===== config.mk =====
export PLATFORM = sky130hd
export DESIGN_NAME = lenenc_field_parser
export DESIGN_NICKNAME = d
export VERILOG_FILES = /design/src/hdl/lef_pkg.sv /design/src/hdl/lef_core.sv /design/src/hdl/lenenc_field_parser.sv
export VERILOG_INCLUDE_DIRS = /design/src /design/src/hdl
export SDC_FILE = /design/constraint.sdc
export NUM_CORES = 1
export LEC_CHECK = 0
export BUFFER_PORTS_ARGS = -buffer_cell sky130_fd_sc_hd__buf_2
export CAP_MARGIN = 20
export CORE_MARGIN = 4
export CORE_UTILIZATION = 45
export DETAILED_ROUTE_END_ITERATION = 10
export GPL_TIMING_DRIVEN = 0
export SETUP_SLACK_MARGIN = 0.1
export SKIP_CTS_REPAIR_TIMING = 1
export SYNTH_ARGS = -nofsm -noshare
export SYNTH_HDL_FRONTEND = slang
export SYNTH_SLANG_ARGS = --single-unit
export TNS_END_PERCENT = 1

===== constraint.sdc =====
create_clock -name clk -period 10.3 [get_ports clk]
set_clock_uncertainty 0.2 [all_clocks]
set_input_delay 0.515 -clock clk [delete_from_list [all_inputs] [get_ports clk]]
set_output_delay 0.515 -clock clk [all_outputs]
set_load 0.01 [all_outputs]

===== src/hdl/lenenc_field_parser_macros.svh =====
// assertion helpers for the length-encoded field parser
`ifndef LENENC_FIELD_PARSER_MACROS_SVH
`define LENENC_FIELD_PARSER_MACROS_SVH

`ifndef SYNTHESIS
`define LEF_ASSERT_IMPLIES(label, clk, rst_n, ante, cons, msg) \
	label: assert property (@(posedge clk) disable iff (!rst_n) (ante) |-> (cons)) \
		else $error(msg);
`define LEF_ASSERT_NEXT(label, clk, rst_n, ante, cons, msg) \
	label: assert property (@(posedge clk) disable iff (!rst_n) (ante) |=> (cons)) \
		else $error(msg);
`else
`define LEF_ASSERT_IMPLIES(label, clk, rst_n, ante, cons, msg)
`define LEF_ASSERT_NEXT(label, clk, rst_n, ante, cons, msg)
`endif

`endif


===== src/hdl/lef_pkg.sv =====
`timescale 1ns / 1ps
`default_nettype none

package lef_pkg;

	localparam int OFFSET_BITS_DEF = 24;
	localparam int VALUE_W = 64;
	localparam int FIELD_OFFSET_W = 24;

	// prefix codes
	localparam logic [7:0] PFX_NULL = 8'hfb;
	localparam logic [7:0] PFX_LEN2 = 8'hfc;
	localparam logic [7:0] PFX_LEN3 = 8'hfd;
	localparam logic [7:0] PFX_LEN8 = 8'hfe;
	localparam logic [7:0] PFX_BAD  = 8'hff;

	typedef struct packed {
		logic [VALUE_W-1:0]        value;
		logic [FIELD_OFFSET_W-1:0] offset;
		logic                      bad;
		logic                      trunc;
	} result_t;

endpackage

`default_nettype wire


===== src/hdl/lef_core.sv =====
`timescale 1ns / 1ps
`default_nettype none

module lef_core #(
	parameter int OFFSET_BITS = lef_pkg::OFFSET_BITS_DEF
) (
	input  wire logic            clk,
	input  wire logic            arst_n,
	input  wire logic            step_en,
	input  wire logic [7:0]      data_byte,
	input  wire logic            last_byte,
	input  wire logic            string_mode,
	output logic                 res_valid,
	output lef_pkg::result_t     res
);

	typedef enum logic [1:0] {
		PH_PREFIX,
		PH_VALUE,
		PH_STRING
	} phase_t;

	phase_t                          phase_q, n_phase;
	logic [3:0]                      left_q, n_left;
	logic [3:0]                      cnt_q, n_cnt;
	logic [lef_pkg::VALUE_W-1:0]     acc_q, n_acc;
	logic [lef_pkg::VALUE_W-1:0]     str_q, n_str;
	logic [OFFSET_BITS-1:0]          pos_q, n_pos;
	logic [OFFSET_BITS-1:0]          start_q, n_start;
	logic                            bad_q, n_bad;
	logic                            prefix_done;
	logic                            emit;
	logic                            trunc;
	logic [OFFSET_BITS+lef_pkg::FIELD_OFFSET_W-1:0] start_ext;

	always_comb begin
		n_phase     = phase_q;
		n_left      = left_q;
		n_cnt       = cnt_q;
		n_acc       = acc_q;
		n_str       = str_q;
		n_start     = start_q;
		n_bad       = bad_q;
		n_pos       = pos_q + {{(OFFSET_BITS-1){1'b0}}, 1'b1};
		prefix_done = 1'b0;
		emit        = 1'b0;
		trunc       = 1'b0;

		case (phase_q)
			PH_PREFIX: begin
				n_start = pos_q;
				n_bad   = (data_byte == lef_pkg::PFX_BAD);
				n_acc   = '0;
				n_cnt   = 4'd0;
				if (data_byte < lef_pkg::PFX_NULL) begin
					n_acc       = {{(lef_pkg::VALUE_W-8){1'b0}}, data_byte};
					prefix_done = 1'b1;
				end else if (data_byte == lef_pkg::PFX_NULL) begin
					prefix_done = 1'b1;
				end else begin
					if (data_byte == lef_pkg::PFX_LEN2)
						n_left = 4'd2;
					else if (data_byte == lef_pkg::PFX_LEN3)
						n_left = 4'd3;
					else
						n_left = 4'd8;
					n_phase = PH_VALUE;
				end
			end
			PH_VALUE: begin
				// little-endian gather, skipped for the bad prefix
				if (!bad_q && !cnt_q[3])
					n_acc = acc_q | ({{(lef_pkg::VALUE_W-8){1'b0}}, data_byte}
						<< {cnt_q[2:0], 3'b000});
				n_cnt  = cnt_q + 4'd1;
				n_left = left_q - 4'd1;
				if (n_left == 4'd0)
					prefix_done = 1'b1;
			end
			PH_STRING: begin
				n_str = str_q - {{(lef_pkg::VALUE_W-1){1'b0}}, 1'b1};
				if (n_str == '0) begin
					emit    = 1'b1;
					n_phase = PH_PREFIX;
				end
			end
			default: begin
				n_phase = PH_PREFIX;
			end
		endcase

		if (prefix_done) begin
			if (string_mode) begin
				n_start = pos_q + {{(OFFSET_BITS-1){1'b0}}, 1'b1};
				if (n_acc == '0) begin
					emit    = 1'b1;
					n_phase = PH_PREFIX;
				end else begin
					n_str   = n_acc;
					n_phase = PH_STRING;
				end
			end else begin
				emit    = 1'b1;
				n_phase = PH_PREFIX;
			end
		end

		if (last_byte) begin
			if (n_phase != PH_PREFIX) begin
				emit  = 1'b1;
				trunc = 1'b1;
			end
			n_phase = PH_PREFIX;
			n_left  = 4'd0;
			n_str   = '0;
			n_pos   = '0;
		end
	end

	assign start_ext = {{lef_pkg::FIELD_OFFSET_W{1'b0}}, n_start};
	assign res_valid = emit;
	assign res.value  = n_acc;
	assign res.offset = start_ext[lef_pkg::FIELD_OFFSET_W-1:0];
	assign res.bad    = n_bad;
	assign res.trunc  = trunc;

	always_ff @(posedge clk or negedge arst_n) begin
		if (!arst_n) begin
			phase_q <= PH_PREFIX;
			left_q  <= 4'd0;
			cnt_q   <= 4'd0;
			acc_q   <= '0;
			str_q   <= '0;
			pos_q   <= '0;
			start_q <= '0;
			bad_q   <= 1'b0;
		end else if (step_en) begin
			phase_q <= n_phase;
			left_q  <= n_left;
			cnt_q   <= n_cnt;
			acc_q   <= n_acc;
			str_q   <= n_str;
			pos_q   <= n_pos;
			start_q <= n_start;
			bad_q   <= n_bad;
		end
	end

endmodule

`default_nettype wire


===== src/hdl/lenenc_field_parser.sv =====
// length-encoded field parser
//
// s_* carries one packet payload byte per beat: tdata = data_byte, tlast
// marks the final byte of the packet. m_* carries one beat per field:
// tdata = field_value, field_offset; tuser = bad_prefix, truncated.
// a field is emitted when it completes, or truncated when the packet ends
// inside it. the user must write string_mode (reset 1) via cfg_* only while
// the block is idle; the block itself does not enforce this.
// throughput is one byte per cycle while no held result stalls the step
// stage. a byte is captured in the input register; the field state update
// and the result register load then happen in the same cycle, so a result
// passes the input register, then the result register. the decrement of the
// 64-bit string length and the value gather set the cycle path.
//
// reset clears the parser to expecting a prefix at packet offset zero.
// while m_tready is low a held result stalls the step stage; the input
// register still takes one more byte if it is empty before s_tready drops.
`timescale 1ns / 1ps
`default_nettype none
`include "lenenc_field_parser_macros.svh"

module lenenc_field_parser #(
	parameter int OFFSET_BITS = lef_pkg::OFFSET_BITS_DEF
) (
	input  wire logic        clk,
	input  wire logic        arst_n,
	input  wire logic        s_tvalid,
	output logic             s_tready,
	input  wire logic [7:0]  s_tdata,   // [7:0] data_byte
	input  wire logic        s_tlast,
	output logic             m_tvalid,
	input  wire logic        m_tready,
	output logic [87:0]      m_tdata,   // [63:0] field_value, [87:64] field_offset
	output logic [1:0]       m_tuser,   // [0] bad_prefix, [1] truncated
	input  wire logic        cfg_valid,
	output logic             cfg_ready,
	input  wire logic        cfg_data
);

	logic              valid_s1;
	logic [7:0]        byte_s1;
	logic              last_s1;
	logic              mode_q;
	logic              advance;
	logic              step_en;
	logic              res_valid;
	lef_pkg::result_t  res;
	logic              out_valid_q;
	lef_pkg::result_t  out_q;

	assign advance   = !out_valid_q || m_tready;
	assign s_tready  = !valid_s1 || advance;
	assign step_en   = valid_s1 && advance;
	assign cfg_ready = 1'b1;

	always_ff @(posedge clk or negedge arst_n) begin
		if (!arst_n) begin
			mode_q <= 1'b1;
		end else if (cfg_valid) begin
			mode_q <= cfg_data;
		end
	end

	always_ff @(posedge clk or negedge arst_n) begin
		if (!arst_n) begin
			valid_s1 <= 1'b0;
		end else if (s_tready) begin
			valid_s1 <= s_tvalid;
		end
	end

	always_ff @(posedge clk) begin
		if (s_tready && s_tvalid) begin
			byte_s1 <= s_tdata;
			last_s1 <= s_tlast;
		end
	end

	lef_core #(
		.OFFSET_BITS (OFFSET_BITS)
	) u_core (
		.clk         (clk),
		.arst_n      (arst_n),
		.step_en     (step_en),
		.data_byte   (byte_s1),
		.last_byte   (last_s1),
		.string_mode (mode_q),
		.res_valid   (res_valid),
		.res         (res)
	);

	always_ff @(posedge clk or negedge arst_n) begin
		if (!arst_n) begin
			out_valid_q <= 1'b0;
		end else if (advance) begin
			out_valid_q <= step_en && res_valid;
		end
	end

	always_ff @(posedge clk) begin
		if (step_en && res_valid)
			out_q <= res;
	end

	assign m_tvalid = out_valid_q;
	assign m_tdata  = {out_q.offset, out_q.value};
	assign m_tuser  = {out_q.trunc, out_q.bad};

	// a stalled byte in the input register is kept until the step stage runs
	`LEF_ASSERT_NEXT(a_s1_hold, clk, arst_n, valid_s1 && !advance, valid_s1 && $stable(byte_s1), "input beat lost while stalled")
	// a new result only follows a step of the parser
	`LEF_ASSERT_IMPLIES(a_out_from_step, clk, arst_n, $rose(out_valid_q), $past(step_en), "result beat without a parser step")
	// truncation is only reported on the packet's final byte
	`LEF_ASSERT_IMPLIES(a_trunc_last, clk, arst_n, step_en && res_valid && res.trunc, last_s1, "truncated field away from packet end")

endmodule

`default_nettype wire


# --- Yosys cells after proc, flatten, opt, wreduce, memory -nomap -nowiden ---
# Cells that the tools add are included.
totals:
  ff_bits: 289
  latch_bits: 0
  mem_bits_rw: 0
  romBits: 0
  out_inout_bits: 93
  elab_cells: 91
  memories: 0
classes:
  n_addsub: 4
  n_mul: 0
  div: 0
  n_lt_le_gt_ge: 1
  n_eq_ne: 8
  shifts: 1
  mux: 40
  bitwise: 1
  n_reduce_logical: 19
op_table:
  columns: ["operator", "n"]
  rows:
  - ["2-to-1 mux 64 bit", 6]
  - ["zero test 64 bit", 2]
  - ["case mux 64 bit (2 select lines)", 1]
  - ["2-to-1 mux 24 bit", 4]
  - ["OR 64 bit", 1]
  - ["<< shifter 8 x 6 -> 64 bit", 1]
  - ["subtractor 64 x 1 -> 64 bit (second input constant)", 1]
  - ["equality test 8 bit (second input constant)", 4]
  - ["adder 24 x 1 -> 24 bit (second input constant)", 1]
  - ["2-to-1 mux 4 bit", 5]
  - ["case mux 4 bit (2 select lines)", 2]
  - ["2-to-1 mux 2 bit", 7]
  - ["2-to-1 mux 1 bit", 12]
  - ["less-than comparator 8 bit (second input constant)", 1]
  - ["2-to-1 mux 8 bit", 1]
  - ["inequality test 3 bit (second input constant)", 2]
  - ["case mux 2 bit (3 select lines)", 1]
  - ["adder 4 x 1 -> 4 bit (second input constant)", 1]
  - ["logical AND 1 bit", 4]
  - ["zero test 1 bit", 4]
  - ["zero test 4 bit", 1]
  - ["AND reduction 4 bit", 1]
  - ["nonzero test 2 bit", 2]
  - ["subtractor 4 x 1 -> 4 bit (second input constant)", 1]
  - ["other kinds (7)", 8]

# --- Depth between registers and ports, before layout ---
# Gate-level depths: netlist of the first run.
depth:
  depth_word: 12
  depth_mapped: 12
  ltp_nobuf: 10

# --- Hierarchy ---
# A second synthesis of the first run with hierarchy kept.
unflattened:
  hier_cells: 1682
  area_unflattened_um2: 15524.9
by_module_without_submodules:
  columns: ["module", "instances", "cells_each", "area_each_um2"]
  rows:
  - ["lef_core", 1, 1569, 12391.9]
  - ["lenenc_field_parser", 1, 113, 3133.0]

# --- Least setup slack after synthesis of the first run ---
# No wires, ideal clock.
synth_path:
  kind: "register to register"
  start: "reg u_core.str_q[0] (netlist bit)"
  end: "reg out_q, in the netlist m_tdata[0] (enable)"
  setup_ns: 0.568
  t_arrival_ns: 7.089
  t_required_ns: 9.532
  slack_ns: 2.442
  path_stages_with_launch: 13
  path_cell_list: "dfrtp_1 > inv_1 > ha_1 > clkbuf_1 > nor4b_1 > nand4_1 > or3_1 > clkbuf_1 > o41ai_1 > nand4_1 > nor4_1 > nand4_1 > a21oi_1"
synth_between:
  elab_chain_cells: 10
  word_cells_on_any_way: 14
  cone_classes: "1 x add/sub; 10 x mux; 3 x reduce/logical"
synth_rtl:
  columns: ["element", "line", "source"]
  rows:
  - ["start: declaration", "lef_core.sv:27", "logic [lef_pkg::VALUE_W-1:0] str_q, n_str;"]
  - ["start signal: assignment", "lef_core.sv:142", "str_q <= n_str;"]
  - ["subtractor 64 x 1 -> 64 bit (*)", "lef_core.sv:81", "n_str = str_q - {{(lef_pkg::VALUE_W-1){1'b0}}, 1'b1};"]
  - ["zero test 64 bit (*)", "lef_core.sv:82", "if (n_str == '0) begin"]
  - ["2-to-1 mux 1 bit", "lef_core.sv:82", null]
  - ["2-to-1 mux 1 bit", "lef_core.sv:49", "case (phase_q)"]
  - ["2-to-1 mux 1 bit", "lef_core.sv:95", "if (n_acc == '0) begin"]
  - ["2-to-1 mux 1 bit", "lef_core.sv:93", "if (string_mode) begin"]
  - ["2-to-1 mux 1 bit", "lef_core.sv:92", "if (prefix_done) begin"]
  - ["2-to-1 mux 1 bit", "lef_core.sv:109", "if (n_phase != PH_PREFIX) begin"]
  - ["2-to-1 mux 1 bit (*)", "lef_core.sv:108", "if (last_byte) begin"]
  - ["logical AND 1 bit (*)", "lenenc_field_parser.sv:101", "if (step_en && res_valid)"]
  - ["end signal: assignment", "lenenc_field_parser.sv:102", "out_q <= res;"]
  - ["end: declaration", "lenenc_field_parser.sv:49", "lef_pkg::result_t out_q;"]
# Every way passes the cells marked *; elsewhere a longest branch is shown, timed or not.
# A chain may end at the register's enable or synchronous reset.

# --- Worst setup path in the final report of the first run ---
layout_path:
  start: "reg u_core.str_q[0] (netlist bit)"
  end: "reg out_q, in the netlist m_tdata[16] (enable)"
# The elaborated chain is that of the path after synthesis.

==> qor.yml, run 1 <==
run_status:
  status: "finished clean"
floorplan:
  ios: 108
  fp.dieW_um: 194
  dieArea_mm2: 0.0377
  coreArea_mm2: 0.0339
  die_y_um: 194
  start_util_pct: 46.0
  fp-row-count: 67
clock_network:
  cts_tree: "done"
  htreeDepth: 2
  clk_pin_slew_ns: 0.06
  clock-sinks: 289
  clk_latency_ns: 0.57
  ctsRootBufferMaster: "clkbuf_16"
  cts_buffers: 35
  cts.path.max_buffers: 3
power:
  power_density_mw_per_mm2: 311
  combinationalPowerShare_pct: 46.6
  p_leak_nw: 7.48
  p_seq_share_pct: 29.4
  internal_power_mw: 3.10
  swShare_pct: 45.4
  pwr-share-clk_pct: 24.1
  peakVddDrop_mv: 0.250
  switchingPower_mw: 2.57
cells_and_area:
  register_area_mm2: 0.00773
  fillCellCount: 3173
  multi_input_area_mm2: 0.00722
  post-route-util_pct: 53.8
  fin_area_mm2: 0.0182
  nNetsFinal: 1885
  final_layout_size_suffix_gt1_share_pct: 15.0
  syn2layout_area_growth_pct: 16.8
worst_setup_path:
  end_kind: "flip-flop"
  crit_chain: "inv_1 -> ha_1 -> clkbuf_1 -> nor4b_1 -> nand4_1 -> or3_1 -> clkbuf_1 -> o41ai_1 -> nand4_1 -> nor4_1 -> nand4_1 -> a21oi_4 -> buf_16 -> buf_12"
  startpoint_type: "flip-flop"
  cp_common_cell: "nand4_1"
  crit_slowest_cell: "a21oi_4"
  cpPeakStageDelay_ns: 0.73
  cp.required_ns: 10.36
  criticalPathCategory: "flip-flop to flip-flop"
  cp_max_fo: 29
  cp.arrival_ns: 5.83
global_routing:
  antenna_found_initial: 3
  grt_max_degree: 112
  grt-ovfl-total: 0
  grt_pass1_wl_um: 97800
  grt_pass1_vias: 14400
  grt.total_usage_pct: 34.6
drt:
  drt_iter0_drc: 1947
  viasPerCell: 6.54
  drt-pass1-iter-count: 6
  drc: 0
  wire_per_inst_um: 28.8
  drt_wl_total_um: 67300
  ant_nets: 0
  vias: 15300
run:
  drv_cap: 0
hold_path:
  hp-class: "input port to flip-flop"
yosys:
  synth_cells: 1703
  ys.flop_type: "dfrtp_1"
  seq_area_frac_synth_pct: 49.6
  synthArstFlopShare_pct: 65.7
  ys_ff_latch: 289
  syn-num-nets: 1724
  synth_edf_count: 99
  netlist-cell-type-count: 91
  syn_area_mm2: 0.0156
  postSynthAreaPerCell_um2: 9.16
  yosysWarnings: 0
sta:
  slew_violations: 0
  fin_setup_tns_ns: 0
  slew_headroom_pct: 23.8
  fin_crit_sh_pct: 56.0
  min_period_ns: 5.77
  setup_violations: 0
  finalHoldViolCount: 0
  max_freq_ghz: 0.173
  worst_slew_pin_slew_ns: 1.14
  rsz0062_at_grt: "false"
place:
  gp_congestion: 1.01
  io_buffer_count: 106
  place_hpwl_um: 48700
  placed_area_mm2: 0.0168
-- path summary, 6_finish.rpt --
| kind | startpoint | to | slack, ns | cells after the start |
|---|---|---|---|---|
| hold reg to reg | u_core.start_q[1] | u_core.start_q[1] | 0.28 | 2 |
| setup / recovery | u_core.str_q[0] | m_tdata[16] | 4.53 | 14 |
| min in group asynchronous | arst_n | u_core.acc_q[2] | 0.38 | 2 |
| max in group asynchronous | arst_n | u_core.str_q[9] | 8.46 | 3 |
| setup reg to reg | u_core.str_q[0] | m_tdata[16] | 4.53 | 14 |
| hold / removal | cfg_data | mode_q | 0.007 | 2 |
-- per-stage QoR --
| step | power [mW] | std cells | setup WS (ns) | hold slack, ns |
|---|---|---|---|---|
| final | 5.67 | 2341 | 4.53 | 0.00652 |
| after global routing | 5.91 | 2339 | 4.31 | 0.00605 |
| after CTS | 5.58 | 2328 | 4.66 | -0.219 |
| after detailed placement | 4.21 | 2264 | 4.69 | 0.263 |
| after global placement | 4.19 | 2257 | -0.689 | 0.261 |
| after floorplan | 3.26 | 1703 | 2.44 | 0.0194 |
-- per-layer routing --
layer | GRT usage [%] | part of all wire, % | vias to the layer above
li1 | - | - | 6624
met5 | 0 | 0.019 | -
met4 | 17.6 | 5.9 | 2
met2 | 50.8 | 43 | 989
met1 | 47.3 | 40 | 7497
met3 | 9.40 | 11 | 199
-- worst max-delay path, delay by kind of cell (launching register included) --
family	cells	cell delay (ns)
buffers and inverters	5	1.17
and+or+nand+nor	6	2.29
adders and majority gates	1	0.15
AOI/OAI and AO/OA	2	1.19
DFF	1	0.43
-- cell usage after synthesis (16+ instances only) --
| cell | count | area share [%] |
|---|---|---|
| edfxtp_1 | 99 | 19 |
| nand2_1 | 289 | 7.0 |
| nor4_1 | 31 | 1.2 |
| o22ai_1 | 37 | 1.5 |
| o2bb2ai_1 | 16 | 0.90 |
| dfrtp_1 | 189 | 30 |
| or3_1 | 20 | 0.80 |
| a21oi_1 | 135 | 4.3 |
| o21ai_0 | 63 | 2.0 |
| clkbuf_1 | 85 | 2.0 |
| a22o_1 | 16 | 0.90 |
| and3_1 | 16 | 0.64 |
| nand4_1 | 25 | 1.0 |
| a22oi_1 | 20 | 0.96 |
| nor3_1 | 73 | 2.3 |
| nor2_1 | 149 | 3.6 |
| nand3_1 | 47 | 1.5 |
| inv_1 | 36 | 0.87 |
| mux2_2 | 22 | 1.6 |
| a31oi_1 | 36 | 1.4 |
-- cell type report --
cell class              instances  area share, %
flip-flops and latches        289           42.4
plain buffers                 123           2.91
multi-input cells            1255           39.6
repair buffers                124           4.24
clock buffers                  41           5.10
inverters                      36          0.742
well taps                     448           3.08
clock inverters                23           1.87
diodes                          2         0.0275
-- layout by cell type (no fill, tap or decap), types with 8 or more instances in the layout --
master           n
a32oi_1         13
and3_1          16
buf_2          121
o22ai_1         37
nand2_1        289
dlygate4sd3_1   11
a31o_2          11
nand2b_1        10
o21ai_1          8
and2_1          10
o221ai_1        15
a21oi_1        134
or4_1           13
dfrtp_1        189
clkbuf_16       35
o2bb2ai_1       16
buf_1           12
nand3_1         47
clkbuf_1        88
mux2_2          22
inv_1           36
a31oi_1         36
nor2_1         149
or3_1           20
o21ai_0         63
o31ai_1         13
o41ai_1          9
nor4_1          30
a22o_1          16
xnor2_1         13
buf_4            9
edfxtp_1        99
or2_2           13
nand4_1         25
a22oi_1         20
nor3_1          73
-- logic make-up after synthesis --
kind of cell             synth area share, %
AND/OR/NAND/NOR                         22.9
other                                 0.0241
AO/OA/AOI/OAI                           19.6
multiplexers                            2.04
flip-flops                              49.6
XOR/XNOR                                1.12
buffers and inverters                   4.27
adder cells (fa/ha/maj)                0.481
-- power by group through the flow --
| stage | logic [mW] | registers (mW) | clock network, mW |
|---|---|---|---|
| 6_report | 2.64 | 1.66 | 1.36 |
| 5_1_grt | 2.80 | 1.69 | 1.43 |
| 4_1_cts | 2.55 | 1.65 | 1.38 |
| 3_5_place_dp | 2.54 | 1.67 | 0 |
| 3_3_place_gp | 2.51 | 1.68 | 0 |
| 2_1_floorplan | 1.60 | 1.66 | 0 |
-- flip-flops by register name (all words and copies together), names as in the netlist --
name,cells
u_core.acc_q,64
u_core.left_q,4
m_tdata,88
u_core.bad_q,1
u_core.phase_q,2
byte_s1,8
u_core.start_q,24
m_tvalid,1
u_core.str_q,64
valid_s1,1
m_tuser,2
u_core.pos_q,24
u_core.cnt_q,4
last_s1,1
mode_q,1
No activity file was read; power rests on OpenSTA's default activity.
==> inputs of run 2 (changes only) <==
ABC_AREA = 1   (was not set)
clock period = 5.35 ns   (was 10.3 ns; I/O delays follow)
==> run 2 against run 1 <==
Design area grew 2.0%. Sequential cell count is the same. Die area grew 3.4%. Global-route usage shrank 3.1 points. Hold slack gained 0.13 ns. Wire length shrank 8.4%. Core utilization shrank 1.4 points.
==> qor.yml, run 2 <==
run_status:
  status: "finished clean"
sta:
  min_period_ns: 4.80
  finalHoldViolCount: 0
  worst_slew_pin_slew_ns: 1.05
  setup_violations: 0
  max_freq_ghz: 0.208
  slew_headroom_pct: 30.1
  fin_crit_sh_pct: 89.7
  slew_violations: 0
  rsz0062_at_grt: "false"
  fin_setup_tns_ns: 0
  whs_ns: 0.137
yosys:
  yosys.area_share.adder_pct: 0.465
  netlist-cell-type-count: 43
  synth_top_family_by_area: "simple AND/OR/NAND/NOR gates"
  synthTopCellsByCount: "nand2_1, nor2_1, inv_1, dfrtp_1, o21ai_0"
  seq_area_frac_synth_pct: 47.9
  yosys.area.top_type: "dfrtp_1"
  synth_compound_area_share_pct: 13.5
  postSynthAreaPerCell_um2: 7.52
  synthArstFlopShare_pct: 65.7
  ys.flop_type: "dfrtp_1"
  ys_ff_latch: 289
  yosysWarnings: 0
  synthMuxAreaShare_pct: 0.558
  yosys.area_share.xor_xnor_pct: 1.63
  yosysMostFrequentCell: "nand2_1"
  synth_edf_count: 99
  ys_top_cells_by_area: "dfrtp_1, edfxtp_1, nand2_1"
  syn-num-nets: 2168
  synth_cells: 2147
  synth_top_area_share_pct: 29.3
  synthSimpleGateAreaFrac_pct: 28.0
  syn_area_mm2: 0.0161
place:
  place_inst: 2716
  io_buffer_count: 106
  gp_congestion: 0.967
  place_hpwl_um: 46800
cells_and_area:
  final_common_cell: "nand2_1"
  syn2layout_area_growth_pct: 15.1
  instances_no_fill: 2792
  largest_reg_flops: 88
  layout_common_cells: "nand2_1, nor2_1, inv_1"
  nNetsFinal: 2329
  antenna_cells: 0
  final_layout_size_suffix_gt1_share_pct: 8.71
  fillCellCount: 3467
  post-route-util_pct: 52.4
floorplan:
  die_y_um: 197
  fp-row-count: 69
  coreArea_mm2: 0.0355
  dieArea_mm2: 0.0390
  start_util_pct: 45.5
  fp.dieW_um: 197
  ios: 108
worst_setup_path:
  cp.required_ns: 5.36
  crit_chain: "inv_1 -> ha_1 -> nand2_1 -> nor2_4 -> nand2_1 -> nor2_1 -> nand2_1 -> nand2_1 -> nand2_1 -> nor2_1 -> nand2_1 -> nor2_1 -> nand2_1 -> nor2_1 -> nand3_1 -> nand2_1 -> nand2_1 -> nand2_1 -> nand2_1 -> bufinv_8 -> buf_16"
  criticalPathCategory: "flip-flop to flip-flop"
  crit_family: "simple AND/OR/NAND/NOR gates"
  critical_path_buf_inv_count: 3
  r2r_slack_ns: 0.55
  cpPeakStageDelay_ns: 0.43
  cp_common_cell: "nand2_1"
  crit_slowest_cell: "bufinv_8"
  rr_endpoint: "m_tdata[78]"
  cp_max_fo: 46
  r2r_cells: 21
  end_kind: "flip-flop"
  startpoint_type: "flip-flop"
  rr_startpoint: "u_core.str_q[0]"
  cp.arrival_ns: 4.81
power:
  p_leak_nw: 8.42
  power_density_mw_per_mm2: 469
  peakVddDrop_mv: 0.345
  power.total_mw: 8.71
drt:
  drt_wl_total_um: 61700
  viasPerCell: 5.65
  drt-pass1-iter-count: 7
  ant_nets: 0
  drc: 0
  vias: 15800
  wire_per_inst_um: 22.1
  drt_iter0_drc: 1436
hold_path:
  hp-class: "input port to asynchronous set/reset pin"
clock_network:
  htreeDepth: 2
  clk_pin_slew_ns: 0.06
  clock-sinks: 289
  cts_buffers: 35
  ctsRootBufferMaster: "clkbuf_16"
  clk_latency_ns: 0.54
  cts_tree: "done"
  cts.path.max_buffers: 3
global_routing:
  antenna_found_initial: 0
  grt.total_usage_pct: 31.5
  grt-ovfl-total: 0
  grt_pass1_vias: 15000
  grt_pass1_wl_um: 92700
  grt_max_degree: 98
run:
  drv_cap: 0
## run 2: kinds of logic (layout without fill, tap and decap cells)
| group | Yosys count | in the layout |
|---|---|---|
| AO/OA/AOI/OAI | 387 | 387 |
| XOR/XNOR | 30 | 30 |
| adder cells (fa/ha/maj) | 6 | 6 |
| buffers and inverters | 320 | 504 |
| flip-flops | 289 | 289 |
| multiplexers | 9 | 9 |
| other | 1 | 1 |
| AND/OR/NAND/NOR | 1105 | 1105 |
## run 2: area by class of cell
cell class	count	area, µm²	area share (%)
Sequential cell	289	7730	41.6
Clock inverter	11	138	0.741
Timing Repair Buffer	124	756	4.07
Inverter	224	855	4.60
Buffer	96	448	2.41
Multi-Input combinational cell	1538	7130	38.4
Tap cell	461	577	3.10
Clock buffer	49	948	5.10
## run 2: metrics by stage
| step | area, µm² | setup WS [ns] |
|---|---|---|
| after global placement | 17300 | -1.44 |
| after floorplan | 16100 | 0.666 |
| after detailed placement | 17300 | 0.400 |
| after global routing | 18600 | 0.202 |
| final | 18600 | 0.553 |
| after CTS | 18400 | 0.376 |
## run 2: power breakdown
part	switching (mW)	internal [mW]	leakage [nW]	total [mW]
clock network	0.958	1.38	0.526	2.34
logic	2.53	0.926	4.35	3.45
registers	0.302	2.62	3.54	2.92
total	3.79	4.92	8.42	8.71
## run 2: how the worst max path moves through the flow
stage	start	to	cells past startpoint
floorplan	u_core.str_q[0]	m_tdata[0]	20
global placement	u_core.str_q[0]	m_tdata[58]	20
detailed placement	u_core.str_q[0]	m_tdata[59]	21
CTS	u_core.str_q[0]	m_tdata[78]	21
global route	u_core.str_q[0]	m_tdata[78]	21
finish	u_core.str_q[0]	m_tdata[78]	21
## run 2: metal layers
| metal | share of wire (%) | track usage, % | wire length (µm) | vias to the layer above |
|---|---|---|---|---|
| met5 | 0 | 0 | 0 | - |
| met4 | 3.9 | 11.5 | 2380 | 0 |
| met3 | 8.2 | 5.90 | 5060 | 121 |
| met2 | 43 | 47.2 | 26800 | 663 |
| met1 | 45 | 46.0 | 27500 | 7632 |
| li1 | - | - | - | 7346 |
## run 2: worst register-to-register path, cell delays in order (launching register included)
cell	delay, ns
dfrtp_1	0.40
inv_1	0.13
ha_1	0.23
nand2_1	0.20
nor2_4	0.30
nand2_1	0.34
nor2_1	0.35
nand2_1	0.08
nand2_1	0.07
nand2_1	0.10
nor2_1	0.12
nand2_1	0.05
nor2_1	0.29
nand2_1	0.15
nor2_1	0.14
nand3_1	0.20
nand2_1	0.13
nand2_1	0.06
nand2_1	0.06
nand2_1	0.10
bufinv_8	0.43
buf_16	0.29
